[src/assert_macros.svh]
// Assertion macros for the RTL; the top-level file includes them. Synthesis builds define SYNTH,
// which turns every macro into an empty body.
`ifndef ASSERT_MACROS_SVH
`define ASSERT_MACROS_SVH

`ifndef SYNTH

// Checks a property on the rising clock edge, off while reset is held.
`define ASSERT_PROP(lbl, clk, rstn, prop) \
    lbl: assert property (@(posedge clk) disable iff (!rstn) prop) \
        else $error("%m: property failed");

// Checks that a condition never holds on a rising clock edge.
`define ASSERT_NEVER(lbl, clk, rstn, expr) \
    lbl: assert property (@(posedge clk) disable iff (!rstn) !(expr)) \
        else $error("%m: forbidden condition seen");

`else

`define ASSERT_PROP(lbl, clk, rstn, prop)
`define ASSERT_NEVER(lbl, clk, rstn, expr)

`endif

`endif

[src/bcrs_pkg.sv]
package bcrs_pkg;

    // Fixed point format of the operands and of the root.
    localparam int X_W   = 24;
    localparam int F_B   = 16;
    localparam int TOL_W = 24;
    localparam int STAT_W = 2;

    // Stream widths, padded to whole bytes.
    localparam int S_TDATA_W = ((3 * X_W + 7) / 8) * 8;
    localparam int M_TDATA_W = ((X_W + 7) / 8) * 8;

    // Exact widths of the cubic evaluation.
    // t1 = x - 2, t2 = t1*x - 5, acc = t2*x + (6 - c), all scaled.
    localparam int T1_W  = ((X_W > F_B + 2) ? X_W : F_B + 2) + 1;
    localparam int P_W   = T1_W + X_W;
    localparam int T2_W  = ((P_W > 2 * F_B + 4) ? P_W : 2 * F_B + 4) + 1;
    localparam int LO_W  = X_W;
    localparam int HI_W  = T2_W - LO_W;
    localparam int MA0_W = (T1_W > LO_W + 1) ? T1_W : LO_W + 1;
    localparam int MA_W  = (MA0_W > HI_W) ? MA0_W : HI_W;
    localparam int MP_W  = MA_W + X_W;
    localparam int K_W   = ((X_W > F_B + 4) ? X_W : F_B + 4) + 1;
    localparam int ACC_W = ((T2_W + X_W > K_W + 2 * F_B) ?
                            T2_W + X_W : K_W + 2 * F_B) + 1;

    // Result status codes.
    localparam logic [STAT_W-1:0] ST_OK   = 2'd0;
    localparam logic [STAT_W-1:0] ST_BAD  = 2'd1;
    localparam logic [STAT_W-1:0] ST_NOBR = 2'd2;

    // Operand select for a new evaluation.
    localparam logic XS_LO = 1'b0;
    localparam logic XS_HI = 1'b1;

    // Evaluation steps on the shared multiplier.
    localparam logic [2:0] EV_NONE = 3'd0;
    localparam logic [2:0] EV_MUL1 = 3'd1;
    localparam logic [2:0] EV_SUB  = 3'd2;
    localparam logic [2:0] EV_LO   = 3'd3;
    localparam logic [2:0] EV_HI   = 3'd4;

    // Root source for the result.
    localparam logic [1:0] RS_ZERO = 2'd0;
    localparam logic [1:0] RS_LO   = 2'd1;
    localparam logic [1:0] RS_HI   = 2'd2;
    localparam logic [1:0] RS_MID  = 2'd3;

    typedef struct packed {
        logic              load_in;
        logic              x_load;
        logic              x_sel;
        logic              mid_load;
        logic [2:0]        ev_step;
        logic              save_a;
        logic              bisect;
        logic              out_load;
        logic [1:0]        res_sel;
        logic [STAT_W-1:0] res_status;
    } cmd_t;

    typedef struct packed {
        logic bad;
        logic f_neg;
        logic f_zero;
        logic a_neg;
        logic a_zero;
        logic narrow;
    } sts_t;

endpackage

[src/bcrs_dp.sv]
module bcrs_dp (
    input  logic                                aclk,
    input  logic                                aresetn,
    input  logic                                cfg_we,
    input  logic [bcrs_pkg::TOL_W-1:0]          cfg_wdata,
    input  logic [bcrs_pkg::S_TDATA_W-1:0]      in_data,
    input  bcrs_pkg::cmd_t                      cmd,
    output bcrs_pkg::sts_t                      sts,
    output logic signed [bcrs_pkg::X_W-1:0]     root_out,
    output logic [bcrs_pkg::STAT_W-1:0]         status_out
);

    localparam int X_W   = bcrs_pkg::X_W;
    localparam int F_B   = bcrs_pkg::F_B;
    localparam int T1_W  = bcrs_pkg::T1_W;
    localparam int P_W   = bcrs_pkg::P_W;
    localparam int T2_W  = bcrs_pkg::T2_W;
    localparam int LO_W  = bcrs_pkg::LO_W;
    localparam int MA_W  = bcrs_pkg::MA_W;
    localparam int MP_W  = bcrs_pkg::MP_W;
    localparam int K_W   = bcrs_pkg::K_W;
    localparam int ACC_W = bcrs_pkg::ACC_W;
    localparam int TOL_W = bcrs_pkg::TOL_W;
    localparam int CMP_W = (X_W + 1 > TOL_W) ? X_W + 1 : TOL_W;

    localparam logic signed [T1_W-1:0] TWO_S  = T1_W'(2) << F_B;
    localparam logic signed [T2_W-1:0] FIVE_S = T2_W'(5) << (2 * F_B);
    localparam logic signed [K_W-1:0]  SIX_S  = K_W'(6) << F_B;

    logic signed [X_W-1:0]   c_reg;
    logic signed [X_W-1:0]   lo_reg;
    logic signed [X_W-1:0]   hi_reg;
    logic signed [X_W-1:0]   mid_reg;
    logic signed [X_W-1:0]   x_reg;
    logic [TOL_W-1:0]        tol_reg;
    logic signed [P_W-1:0]   p_reg;
    logic signed [T2_W-1:0]  t2_reg;
    logic signed [ACC_W-1:0] acc_reg;
    logic                    a_neg_reg;
    logic                    a_zero_reg;
    logic signed [X_W-1:0]   root_reg;
    logic [bcrs_pkg::STAT_W-1:0] status_reg;

    logic signed [T1_W-1:0]  t1;
    logic signed [MA_W-1:0]  ma;
    logic signed [MP_W-1:0]  prod;
    logic signed [K_W-1:0]   k_term;
    logic signed [X_W:0]     bound_sum;
    logic signed [X_W-1:0]   mid_next;
    logic signed [X_W:0]     width_s;
    logic [TOL_W-1:0]        tol_eff;
    logic signed [X_W-1:0]   root_sel;

    assign t1     = T1_W'(x_reg) - TWO_S;
    assign k_term = SIX_S - K_W'(c_reg);

    // One shared signed multiplier; t2 is split into an unsigned low part
    // and a signed high part so the operand stays narrow.
    always_comb begin
        case (cmd.ev_step)
            bcrs_pkg::EV_MUL1: ma = MA_W'(t1);
            bcrs_pkg::EV_LO:   ma = MA_W'(signed'({1'b0, t2_reg[LO_W-1:0]}));
            bcrs_pkg::EV_HI:   ma = MA_W'(signed'(t2_reg[T2_W-1:LO_W]));
            default:           ma = '0;
        endcase
    end

    assign prod = ma * x_reg;

    assign bound_sum = (X_W + 1)'(lo_reg) + (X_W + 1)'(hi_reg);
    assign mid_next  = X_W'(bound_sum >>> 1);
    assign width_s   = (X_W + 1)'(hi_reg) - (X_W + 1)'(lo_reg);
    assign tol_eff   = (tol_reg == '0) ? TOL_W'(1) : tol_reg;

    always_comb begin
        case (cmd.res_sel)
            bcrs_pkg::RS_LO:  root_sel = lo_reg;
            bcrs_pkg::RS_HI:  root_sel = hi_reg;
            bcrs_pkg::RS_MID: root_sel = mid_reg;
            default:          root_sel = '0;
        endcase
    end

    always_ff @(posedge aclk) begin
        if (!aresetn) begin
            tol_reg <= TOL_W'(1);
        end else if (cfg_we) begin
            tol_reg <= cfg_wdata;
        end
    end

    always_ff @(posedge aclk) begin
        if (cmd.load_in) begin
            c_reg  <= in_data[X_W-1:0];
            lo_reg <= in_data[2*X_W-1:X_W];
            hi_reg <= in_data[3*X_W-1:2*X_W];
        end else if (cmd.bisect) begin
            if (acc_reg[ACC_W-1] != a_neg_reg) begin
                hi_reg <= mid_reg;
            end else begin
                lo_reg <= mid_reg;
            end
        end

        if (cmd.mid_load) begin
            mid_reg <= mid_next;
            x_reg   <= mid_next;
        end else if (cmd.x_load) begin
            x_reg <= (cmd.x_sel == bcrs_pkg::XS_HI) ? hi_reg : lo_reg;
        end

        case (cmd.ev_step)
            bcrs_pkg::EV_MUL1: p_reg   <= P_W'(prod);
            bcrs_pkg::EV_SUB:  t2_reg  <= T2_W'(p_reg) - FIVE_S;
            bcrs_pkg::EV_LO:   acc_reg <= ACC_W'(prod) + (ACC_W'(k_term) <<< (2 * F_B));
            bcrs_pkg::EV_HI:   acc_reg <= acc_reg + (ACC_W'(prod) <<< LO_W);
            default: begin
            end
        endcase

        if (cmd.save_a) begin
            a_neg_reg  <= acc_reg[ACC_W-1];
            a_zero_reg <= (acc_reg == '0);
        end

        if (cmd.out_load) begin
            root_reg   <= root_sel;
            status_reg <= cmd.res_status;
        end
    end

    assign sts.bad    = (lo_reg >= hi_reg);
    assign sts.f_neg  = acc_reg[ACC_W-1];
    assign sts.f_zero = (acc_reg == '0);
    assign sts.a_neg  = a_neg_reg;
    assign sts.a_zero = a_zero_reg;
    assign sts.narrow = (CMP_W'($unsigned(width_s)) <= CMP_W'(tol_eff));

    assign root_out   = root_reg;
    assign status_out = status_reg;

endmodule

[src/bcrs_ctrl.sv]
module bcrs_ctrl (
    input  logic           aclk,
    input  logic           aresetn,
    input  logic           s_tvalid,
    output logic           s_tready,
    output logic           m_tvalid,
    input  logic           m_tready,
    input  bcrs_pkg::sts_t sts,
    output bcrs_pkg::cmd_t cmd
);

    localparam logic [3:0] S_IDLE  = 4'd0;
    localparam logic [3:0] S_CHECK = 4'd1;
    localparam logic [3:0] S_MUL1  = 4'd2;
    localparam logic [3:0] S_SUB   = 4'd3;
    localparam logic [3:0] S_MLO   = 4'd4;
    localparam logic [3:0] S_MHI   = 4'd5;
    localparam logic [3:0] S_JUDGE = 4'd6;
    localparam logic [3:0] S_MID   = 4'd7;
    localparam logic [3:0] S_OUT   = 4'd8;

    localparam logic [1:0] PH_A = 2'd0;
    localparam logic [1:0] PH_B = 2'd1;
    localparam logic [1:0] PH_M = 2'd2;

    logic [3:0]                  state_reg, state_next;
    logic [1:0]                  phase_reg, phase_next;
    logic [1:0]                  res_sel_reg, res_sel_next;
    logic [bcrs_pkg::STAT_W-1:0] res_status_reg, res_status_next;
    logic                        m_valid_reg, m_valid_next;

    always_comb begin
        cmd             = '0;
        state_next      = state_reg;
        phase_next      = phase_reg;
        res_sel_next    = res_sel_reg;
        res_status_next = res_status_reg;

        case (state_reg)
            S_IDLE: begin
                if (s_tvalid) begin
                    cmd.load_in = 1'b1;
                    state_next  = S_CHECK;
                end
            end
            S_CHECK: begin
                if (sts.bad) begin
                    res_sel_next    = bcrs_pkg::RS_ZERO;
                    res_status_next = bcrs_pkg::ST_BAD;
                    state_next      = S_OUT;
                end else begin
                    cmd.x_load = 1'b1;
                    cmd.x_sel  = bcrs_pkg::XS_LO;
                    phase_next = PH_A;
                    state_next = S_MUL1;
                end
            end
            S_MUL1: begin
                cmd.ev_step = bcrs_pkg::EV_MUL1;
                state_next  = S_SUB;
            end
            S_SUB: begin
                cmd.ev_step = bcrs_pkg::EV_SUB;
                state_next  = S_MLO;
            end
            S_MLO: begin
                cmd.ev_step = bcrs_pkg::EV_LO;
                state_next  = S_MHI;
            end
            S_MHI: begin
                cmd.ev_step = bcrs_pkg::EV_HI;
                state_next  = S_JUDGE;
            end
            S_JUDGE: begin
                case (phase_reg)
                    PH_A: begin
                        cmd.save_a = 1'b1;
                        cmd.x_load = 1'b1;
                        cmd.x_sel  = bcrs_pkg::XS_HI;
                        phase_next = PH_B;
                        state_next = S_MUL1;
                    end
                    PH_B: begin
                        if (sts.a_zero) begin
                            res_sel_next    = bcrs_pkg::RS_LO;
                            res_status_next = bcrs_pkg::ST_OK;
                            state_next      = S_OUT;
                        end else if (sts.f_zero) begin
                            res_sel_next    = bcrs_pkg::RS_HI;
                            res_status_next = bcrs_pkg::ST_OK;
                            state_next      = S_OUT;
                        end else if (sts.f_neg == sts.a_neg) begin
                            res_sel_next    = bcrs_pkg::RS_ZERO;
                            res_status_next = bcrs_pkg::ST_NOBR;
                            state_next      = S_OUT;
                        end else begin
                            cmd.mid_load = 1'b1;
                            phase_next   = PH_M;
                            state_next   = S_MUL1;
                        end
                    end
                    default: begin
                        if (sts.narrow || sts.f_zero) begin
                            res_sel_next    = bcrs_pkg::RS_MID;
                            res_status_next = bcrs_pkg::ST_OK;
                            state_next      = S_OUT;
                        end else begin
                            cmd.bisect = 1'b1;
                            state_next = S_MID;
                        end
                    end
                endcase
            end
            S_MID: begin
                cmd.mid_load = 1'b1;
                state_next   = S_MUL1;
            end
            S_OUT: begin
                cmd.res_sel    = res_sel_reg;
                cmd.res_status = res_status_reg;
                if (!m_valid_reg || m_tready) begin
                    cmd.out_load = 1'b1;
                    state_next   = S_IDLE;
                end
            end
            default: begin
                state_next = S_IDLE;
            end
        endcase

        if (cmd.out_load) begin
            m_valid_next = 1'b1;
        end else if (m_tready) begin
            m_valid_next = 1'b0;
        end else begin
            m_valid_next = m_valid_reg;
        end
    end

    always_ff @(posedge aclk) begin
        if (!aresetn) begin
            state_reg   <= S_IDLE;
            phase_reg   <= PH_A;
            m_valid_reg <= 1'b0;
        end else begin
            state_reg   <= state_next;
            phase_reg   <= phase_next;
            m_valid_reg <= m_valid_next;
        end
    end

    always_ff @(posedge aclk) begin
        res_sel_reg    <= res_sel_next;
        res_status_reg <= res_status_next;
    end

    assign s_tready = (state_reg == S_IDLE);
    assign m_tvalid = m_valid_reg;

endmodule

[src/bisection_cubic_root_solver.sv]
// Bisection root finder for f(x) = x^3 - 2x^2 - 5x + 6 - c. Each request
// carries an offset c and an interval [a, b] in signed Q8.16; the block
// answers with one result: a root estimate and a status (0 root found,
// 1 bad interval because a >= b, 2 no sign change between the ends). The
// cubic is evaluated exactly in a 75-bit accumulator and only its sign and
// zero test are used, so there is no rounding anywhere. An endpoint where
// f is zero is returned as is; otherwise the interval is halved with a
// floored midpoint until its width in LSBs is at or below the tolerance
// register (a tolerance of zero acts as one) or f at the midpoint is
// zero, and that midpoint is returned. The root reads zero whenever the
// status is not 0. One request is worked at a time. Every evaluation of f
// uses a single shared 26x24 signed multiplier three times, which sets the
// pace. A bad interval is answered without evaluating f, an end root or a
// missing bracket after f at both ends; otherwise f is also evaluated at
// each midpoint, and with unit tolerance over a wide interval near 24
// halvings follow the first one. A finished result waits in the output
// register, so the next request is taken while it is still unread. The
// tolerance is written through cfg_we and cfg_wdata; the user must write
// it only while the block is idle, and the block itself does not enforce it.
`include "assert_macros.svh"

module bisection_cubic_root_solver (
    input  logic                               aclk,
    input  logic                               aresetn,

    // Tolerance register write.
    input  logic                               cfg_we,
    input  logic [bcrs_pkg::TOL_W-1:0]         cfg_wdata,

    // Request channel.
    input  logic                               s_tvalid,
    output logic                               s_tready,
    // From bit 0 up: offset_c[23:0], left_end[47:24], right_end[71:48].
    input  logic [bcrs_pkg::S_TDATA_W-1:0]     s_tdata,

    // Result channel.
    output logic                               m_tvalid,
    input  logic                               m_tready,
    // From bit 0 up: root[23:0].
    output logic [bcrs_pkg::M_TDATA_W-1:0]     m_tdata,
    // From bit 0 up: status[1:0].
    output logic [bcrs_pkg::STAT_W-1:0]        m_tuser
);

    bcrs_pkg::cmd_t                  ctl_cmd;
    bcrs_pkg::sts_t                  dp_sts;
    logic signed [bcrs_pkg::X_W-1:0] root_out;
    logic [bcrs_pkg::STAT_W-1:0]     status_out;

    // The controller sequences the endpoint checks and halving steps.
    bcrs_ctrl u_ctrl (
        .aclk     (aclk),
        .aresetn  (aresetn),
        .s_tvalid (s_tvalid),
        .s_tready (s_tready),
        .m_tvalid (m_tvalid),
        .m_tready (m_tready),
        .sts      (dp_sts),
        .cmd      (ctl_cmd)
    );

    // The datapath holds the interval, evaluates the cubic and keeps the
    // output register.
    bcrs_dp u_dp (
        .aclk       (aclk),
        .aresetn    (aresetn),
        .cfg_we     (cfg_we),
        .cfg_wdata  (cfg_wdata),
        .in_data    (s_tdata),
        .cmd        (ctl_cmd),
        .sts        (dp_sts),
        .root_out   (root_out),
        .status_out (status_out)
    );

    assign m_tdata = bcrs_pkg::M_TDATA_W'($unsigned(root_out));
    assign m_tuser = status_out;

    // A result that reports a failure must carry a zero root.
    `ASSERT_PROP(a_fail_root_zero, aclk, aresetn, (m_tvalid && m_tuser != bcrs_pkg::ST_OK) |-> (m_tdata == '0))
    // The output register is never reloaded while a result still waits.
    `ASSERT_NEVER(a_no_overwrite, aclk, aresetn, ctl_cmd.out_load && m_tvalid && !m_tready)
    // Midpoints are only taken from a properly ordered interval.
    `ASSERT_PROP(a_ordered_bracket, aclk, aresetn, ctl_cmd.mid_load |-> !dp_sts.bad)
    // Once a request is taken the block is busy in the next cycle.
    `ASSERT_PROP(a_busy_after_take, aclk, aresetn, (s_tvalid && s_tready) |=> !s_tready)

endmodule
[config.mk]
export PLATFORM = sky130hd
export DESIGN_NAME = bisection_cubic_root_solver
export DESIGN_NICKNAME = d
export VERILOG_FILES = /design/src/bcrs_pkg.sv /design/src/bcrs_dp.sv /design/src/bcrs_ctrl.sv /design/src/bisection_cubic_root_solver.sv
export VERILOG_INCLUDE_DIRS = /design/src /design/src/src
export SDC_FILE = /design/constraint.sdc
export NUM_CORES = 2
export LEC_CHECK = 0
export ABC_AREA = 1
export BUFFER_PORTS_ARGS = -buffer_cell sky130_fd_sc_hd__buf_2
export CORE_UTILIZATION = 56
export DETAILED_ROUTE_END_ITERATION = 10
export PLACE_DENSITY = 0.83
export SYNTH_ARGS = -nofsm -noshare
export SYNTH_HDL_FRONTEND = slang
export SYNTH_SLANG_ARGS = --single-unit
export TNS_END_PERCENT = 50
[constraint.sdc]
create_clock -name aclk -period 13.98 [get_ports aclk]
set_input_delay 0.699 -clock aclk [delete_from_list [all_inputs] [get_ports aclk]]
set_output_delay 0.699 -clock aclk [all_outputs]
set_load 0.03 [all_outputs]
==> After elaboration in Yosys (flattened, before gate mapping) <==
Index checks and enable logic that the tools add are counted.
Widths: inputs -> output; s select.
{ "totals": {"inputBits": 101, "wordCells": 138, "regBits": 357, "output_inout_bits": 28} }
{ "op_classes": {"reduce_logical": 19, "n_mul": 1, "n_mux": 61, "addsub": 7, "magnitude_cmp": 2, "n_eq_ne": 30} }
{ "op_table": {"columns": ["cell", "count"], "rows": [
  ["$mux 24", 10],
  ["$pmux 75 s2", 1],
  ["$pmux 26 s3", 1],
  ["$add 75x74->75", 1],
  ["$logic_not 75->1", 1],
  ["$pmux 24 s3", 1],
  ["$add 50x57->58", 1],
  ["$mul 26x24->50", 1],
  ["$sub 49x36->50 const B", 1],
  ["$pmux 4 s9", 1],
  ["$mux 2", 17],
  ["$mux 4", 7],
  ["$pmux 2 s2", 7],
  ["$add 24x24->25", 1],
  ["$le 25x24->1", 1],
  ["$sub 20x24->25 const A", 1],
  ["$sub 24x19->25 const B", 1],
  ["$sub 24x24->25", 1],
  ["$ge 24x24->1", 1],
  ["$logic_not 24->1", 1],
  ["$eq 4x3->1 const B", 4],
  ["$mux 1", 12],
  ["$ne 3x3->1 const B", 4],
  ["$pmux 3 s4", 1],
  ["other kinds (26)", 42]
]} }

==> Longest topological paths before layout <==
{ "logic_depth": {"word_depth": 9, "depth_mapped": 56} }

==> Cells and area by module <==
Synthesis repeated with hierarchy kept, for this count alone.
{ "hier_totals": {"hier_cells": 5435, "hier_area_um2": 45632.5} }
{ "by_module_without_submodules": {"columns": ["mod", "n_inst", "seq_area_each_um2", "cells_per_inst", "area_per_inst_um2"], "rows": [
  ["bcrs_dp", 1, 10149.7, 5328, 44945.6],
  ["bcrs_ctrl", 1, 260.2, 107, 686.9]
]} }

==> Worst setup path before layout <==
Ideal clock, no wire load.
{ "synth_timing": {"path_kind": "register to register", "from": "register u_ctrl.state_reg[2]", "to": "register u_dp.acc_reg[47], data pin", "arrival_time_ns": 11.445, "setup_slack_ns": 2.277, "stages_incl_launch_ff": 50, "synth_period_minus_slack_ns": 11.703, "path_cell_list": "dfxtp_1 -> inv_1 -> nor2_1 -> inv_1 -> nor2_1 -> inv_1 -> nor2_2 -> inv_1 -> o21ai_0 -> inv_1 -> clkbuf_1 -> nor2_1 -> fa_1 -> fa_1 -> inv_1 -> fa_1 -> fa_1 -> inv_1 -> (+14 left out) -> ha_1 -> nand2_1 -> inv_1 -> nand3_1 -> a21oi_1 -> or2_2 -> nand2_1 -> nand2_1 -> nand2_1 -> nand2_1 -> nand2_1 -> nand2_1 -> nand2_1 -> nand2_1 -> nand2_1 -> nand2_1 -> o21ai_0 -> nand2_1"} }
{ "synth_between": {"elab_chain_cells": 7, "elab_cells_between_ends": 13, "cone_classes": "add/sub: 2; mul: 1; eq/ne: 7; mux: 3"} }
{ "synth_rtl": {"columns": ["item", "line", "rtl"], "rows": [
  ["start, declared", "bcrs_ctrl.sv:26", "logic [3:0] state_reg, state_next;"],
  ["start signal, assigned", "bcrs_ctrl.sv:146", "state_reg <= state_next;"],
  ["$eq 4x3->1 / $eq 4x2->1 (equally long branches)", "bcrs_ctrl.sv:39", "case (state_reg)"],
  ["$pmux 3 s4 *", "bcrs_ctrl.sv:39", null],
  ["$eq 3x3->1, or another cell as far along", "bcrs_dp.sv:60", "case (cmd.ev_step)"],
  ["$pmux 26 s3 *", "bcrs_dp.sv:60", null],
  ["$mul 26x24->50 *", "bcrs_dp.sv:68", "assign prod = ma * x_reg;"],
  ["via u_dp.prod[35]", "bcrs_dp.sv:46", "logic signed [MP_W-1:0] prod;"],
  ["$add 50x57->58 *", "bcrs_dp.sv:115", "bcrs_pkg::EV_LO: acc_reg <= ACC_W'(prod) + (ACC_W'(k_term) <<< (2 * F_B));"],
  ["$pmux 75 s2 *", "bcrs_dp.sv:112", "case (cmd.ev_step)"],
  ["end signal, assigned", "bcrs_dp.sv:115", null],
  ["end signal, assigned", "bcrs_dp.sv:116", "bcrs_pkg::EV_HI: acc_reg <= acc_reg + (ACC_W'(prod) <<< LO_W);"],
  ["end, declared", "bcrs_dp.sv:38", "logic signed [ACC_W-1:0] acc_reg;"]
]} }
Mark *: on every way through the listed nets, which the timed path passes. The rest lies on a longest branch.
A chain may end at the register's enable or synchronous reset.

==> Worst setup path in the final report <==
{ "layout_timing": {"from": "register u_ctrl.state_reg[2]", "to": "register u_dp.acc_reg[74], data pin"} }
{ "layout_between": {"elab_chain_cells": 7, "elab_cells_between_ends": 13, "cone_classes": "add/sub: 2; mul: 1; eq/ne: 7; mux: 3"} }
{ "layout_rtl": {"columns": ["item", "line"], "rows": [
  ["$eq 4x3->1 / $eq 4x2->1 (equally long branches)", "bcrs_ctrl.sv:39"],
  ["$pmux 3 s4 *", "bcrs_ctrl.sv:39"],
  ["$eq 3x3->1, or another cell as far along", "bcrs_dp.sv:60"],
  ["$pmux 26 s3 *", "bcrs_dp.sv:60"],
  ["$mul 26x24->50 *", "bcrs_dp.sv:68"],
  ["via u_dp.prod[45]", "bcrs_dp.sv:46"],
  ["$add 75x74->75 / $add 50x57->58 (equally long branches)", "bcrs_dp.sv:116, bcrs_dp.sv:115"],
  ["$pmux 75 s2 *", "bcrs_dp.sv:112"]
]} }
Marks and branches as above.

==> summary.txt <==
run status: finished clean
Post-synth EDFFs: 326
DP Wirelength: 104000 um
Critical Path Sink Type: flop
height of the die: 287 um
Synthesized Nets: 6553
Worst path slowest cell: inv_1
Largest register FFs: 75
leading area contributor after synthesis: fa_1
CTS resizes: 0
Initial Util: 56.5%
Hold Path Depth: 1
Syn Area/Cell: 8.25 sq um
Worst Hold Class: primary input to flop
first-pass GRT wire length: 209000 um
total setup buffers inserted after CTS: 0
post-route ant nets: 0
CTS tree: done
Max H-tree Level: 2
net count of the finished layout: 6616
maximum fanout along the worst path: 42
drc violations: 0
RSZ-0062 raised after global routing: false
Pins Over Slew Limit: 0
min Tclk post-route: 11.80 ns
Crit path top cell by count: inv_1
share of cells above drive strength 1: 5.78%
Row Count: 104
port bufs: 128
vias per cell: 5.62
asr flop ratio synth: 0%
Final period util: 84.4%
First-pass DRT Iterations: 7
Worst path top cell family by delay: adder cells
arrival time worst endpoint: 12.12 ns
total gr overflow: 0
Die W: 287 um
WL/cell: 19.8 um
Top FF cell, synth: edfxtp_1
placed cell count: 6592
Area Overhead vs Synth: 6.93%
clock skew: 0.0364 ns
post-synthesis sequential area ratio: 22.9%
top post-synthesis cells by area: fa_1 (29%), edfxtp_1 (22%), nand2_1 (11%), inv_1 (11%), ha_1 (7.9%)
io pins: 129
worst r2r path cells: 42
initial antenna violation count: 0
synthesized cell area: 45500 sq um
RePlAce Congestion: 1.01
max cap viols: 0
CTS buffer count: 39
most frequent cells in the layout: nand2_1 (1372), inv_1 (1307), fa_1 (655), edfxtp_1 (326), nor2_1 (321)
Max clock buf depth: 3
final hold violations: 0
Worst-path clk slew: 0.07 ns
routed vias: 37.5k
most common cell after layout, fill and taps aside: nand2_1
Setup TNS: 0 ns
hold slack: 0.289 ns
Slew @ Worst Pin: 1.17 ns
number of global-route vias before repair: 38.6k
Global Route Usage Sum: 33.0%
Core Util, Final: 60.4%
Worst setup SP type: flop
Buf/Inv on CP: 11
Num Clock Sinks: 357
clock tree root driver cell: clkbuf_16
Final Non-Filler Cells: 6664
Starting DRT DRC Count: 3588
Max Clk Rate: 0.0847 GHz
Post-CTS Hold Buffers: 0
CP required: 14.30 ns
Post-Synthesis Cells: 5510
clk_lat worst skew: 0.60 ns
ANT cells: 0
final WL: 132000 um
pin count of the biggest net entering global routing: 73
number of synthesis warnings: 0
slew margin rel.: 22.1%
worst setup path class: flop to flop
Critical Path Stages: 42
Setup Viol. Count Final: 0
max incr delay on CP: 0.60 ns
core area: 80400 sq um
post-synth top area share: 28.8%
synthesized flop and latch total: 357
Cell variety after synth: 61
Die ar.: 82300 sq um
[synth_stat cells, drive strengths merged, types with 4 or more instances]
library cell  count
ha              287
o21a             10
fa              655
xor2            100
nor4             30
o221ai            5
o31ai             9
a31oi            24
nor3             41
clkbuf          151
o2111ai           4
nand4            38
o21ai           170
nand3           141
buf              24
a21oi           258
a221oi            4
dfxtp            31
xnor2            40
nor2            332
a21o              5
a21boi            8
and3              4
inv            1317
a211oi            7
o21bai           17
nand2          1389
or2               6
nand3b            8
a32o              5
edfxtp          326
o211ai           47
[layer usage]
layer,up-vias,wire length (um),global-route usage (%)
met5,-,0,0
met4,0,5960,13.7
met3,384,13300,5.49
met2,2015,60600,53.3
met1,18131,52000,44.1
li1,16927,-,-
[worst paths after layout]
check,startpoint,to,slack (ns)
max,u_ctrl.state_reg[2],u_dp.acc_reg[74],2.18
min,s_tdata[1],u_dp.c_reg[1],0.29
max reg2reg,u_ctrl.state_reg[2],u_dp.acc_reg[74],2.18
min reg2reg,u_dp.p_reg[28],u_dp.t2_reg[28],0.42
[stage by stage]
stage,cell area [sq um],setup slack (ns)
after floorplan,45500,2.28
after global placement,47300,2.71
after detailed placement,47300,2.58
after CTS,48600,2.50
after global routing,48600,1.59
final,48600,2.18
[area by class of cell]
cell class                 count  area [sq um]
multi-input combinational   3659         29500
inverter                    1319          4950
clock buffer                  46          1020
tap                         1060          1330
sequential                   357         10400
timing repair buffer         197          1160
clock inverter                26           279
fill                        6884         31800
[cell families after synthesis]
family                     after synthesis  synth area share [%]
AOI/OAI and AO/OA                      584                  7.32
buffers and inverters                 1494                  12.4
xor gates and xnor gates               140                  2.70
DFF                                    357                  22.9
muxes                                    1                0.0220
adders and majority gates              942                  36.7
and+or+nand+nor                       1992                  17.9
[worst reg2reg max path, delay by kind of cell, from the launching register on]
| family | cells | cell delay [ns] |
|---|---|---|
| AOI/OAI and AO/OA | 12 | 2.87 |
| and+or+nand+nor | 8 | 1.45 |
| xor gates and xnor gates | 2 | 0.69 |
| adders and majority gates | 9 | 4.31 |
| buffers and inverters | 11 | 1.86 |
| DFF | 1 | 0.33 |
Power is not shown: default switching activity piles up to over one toggle a cycle in this logic, so the estimate is an artifact.
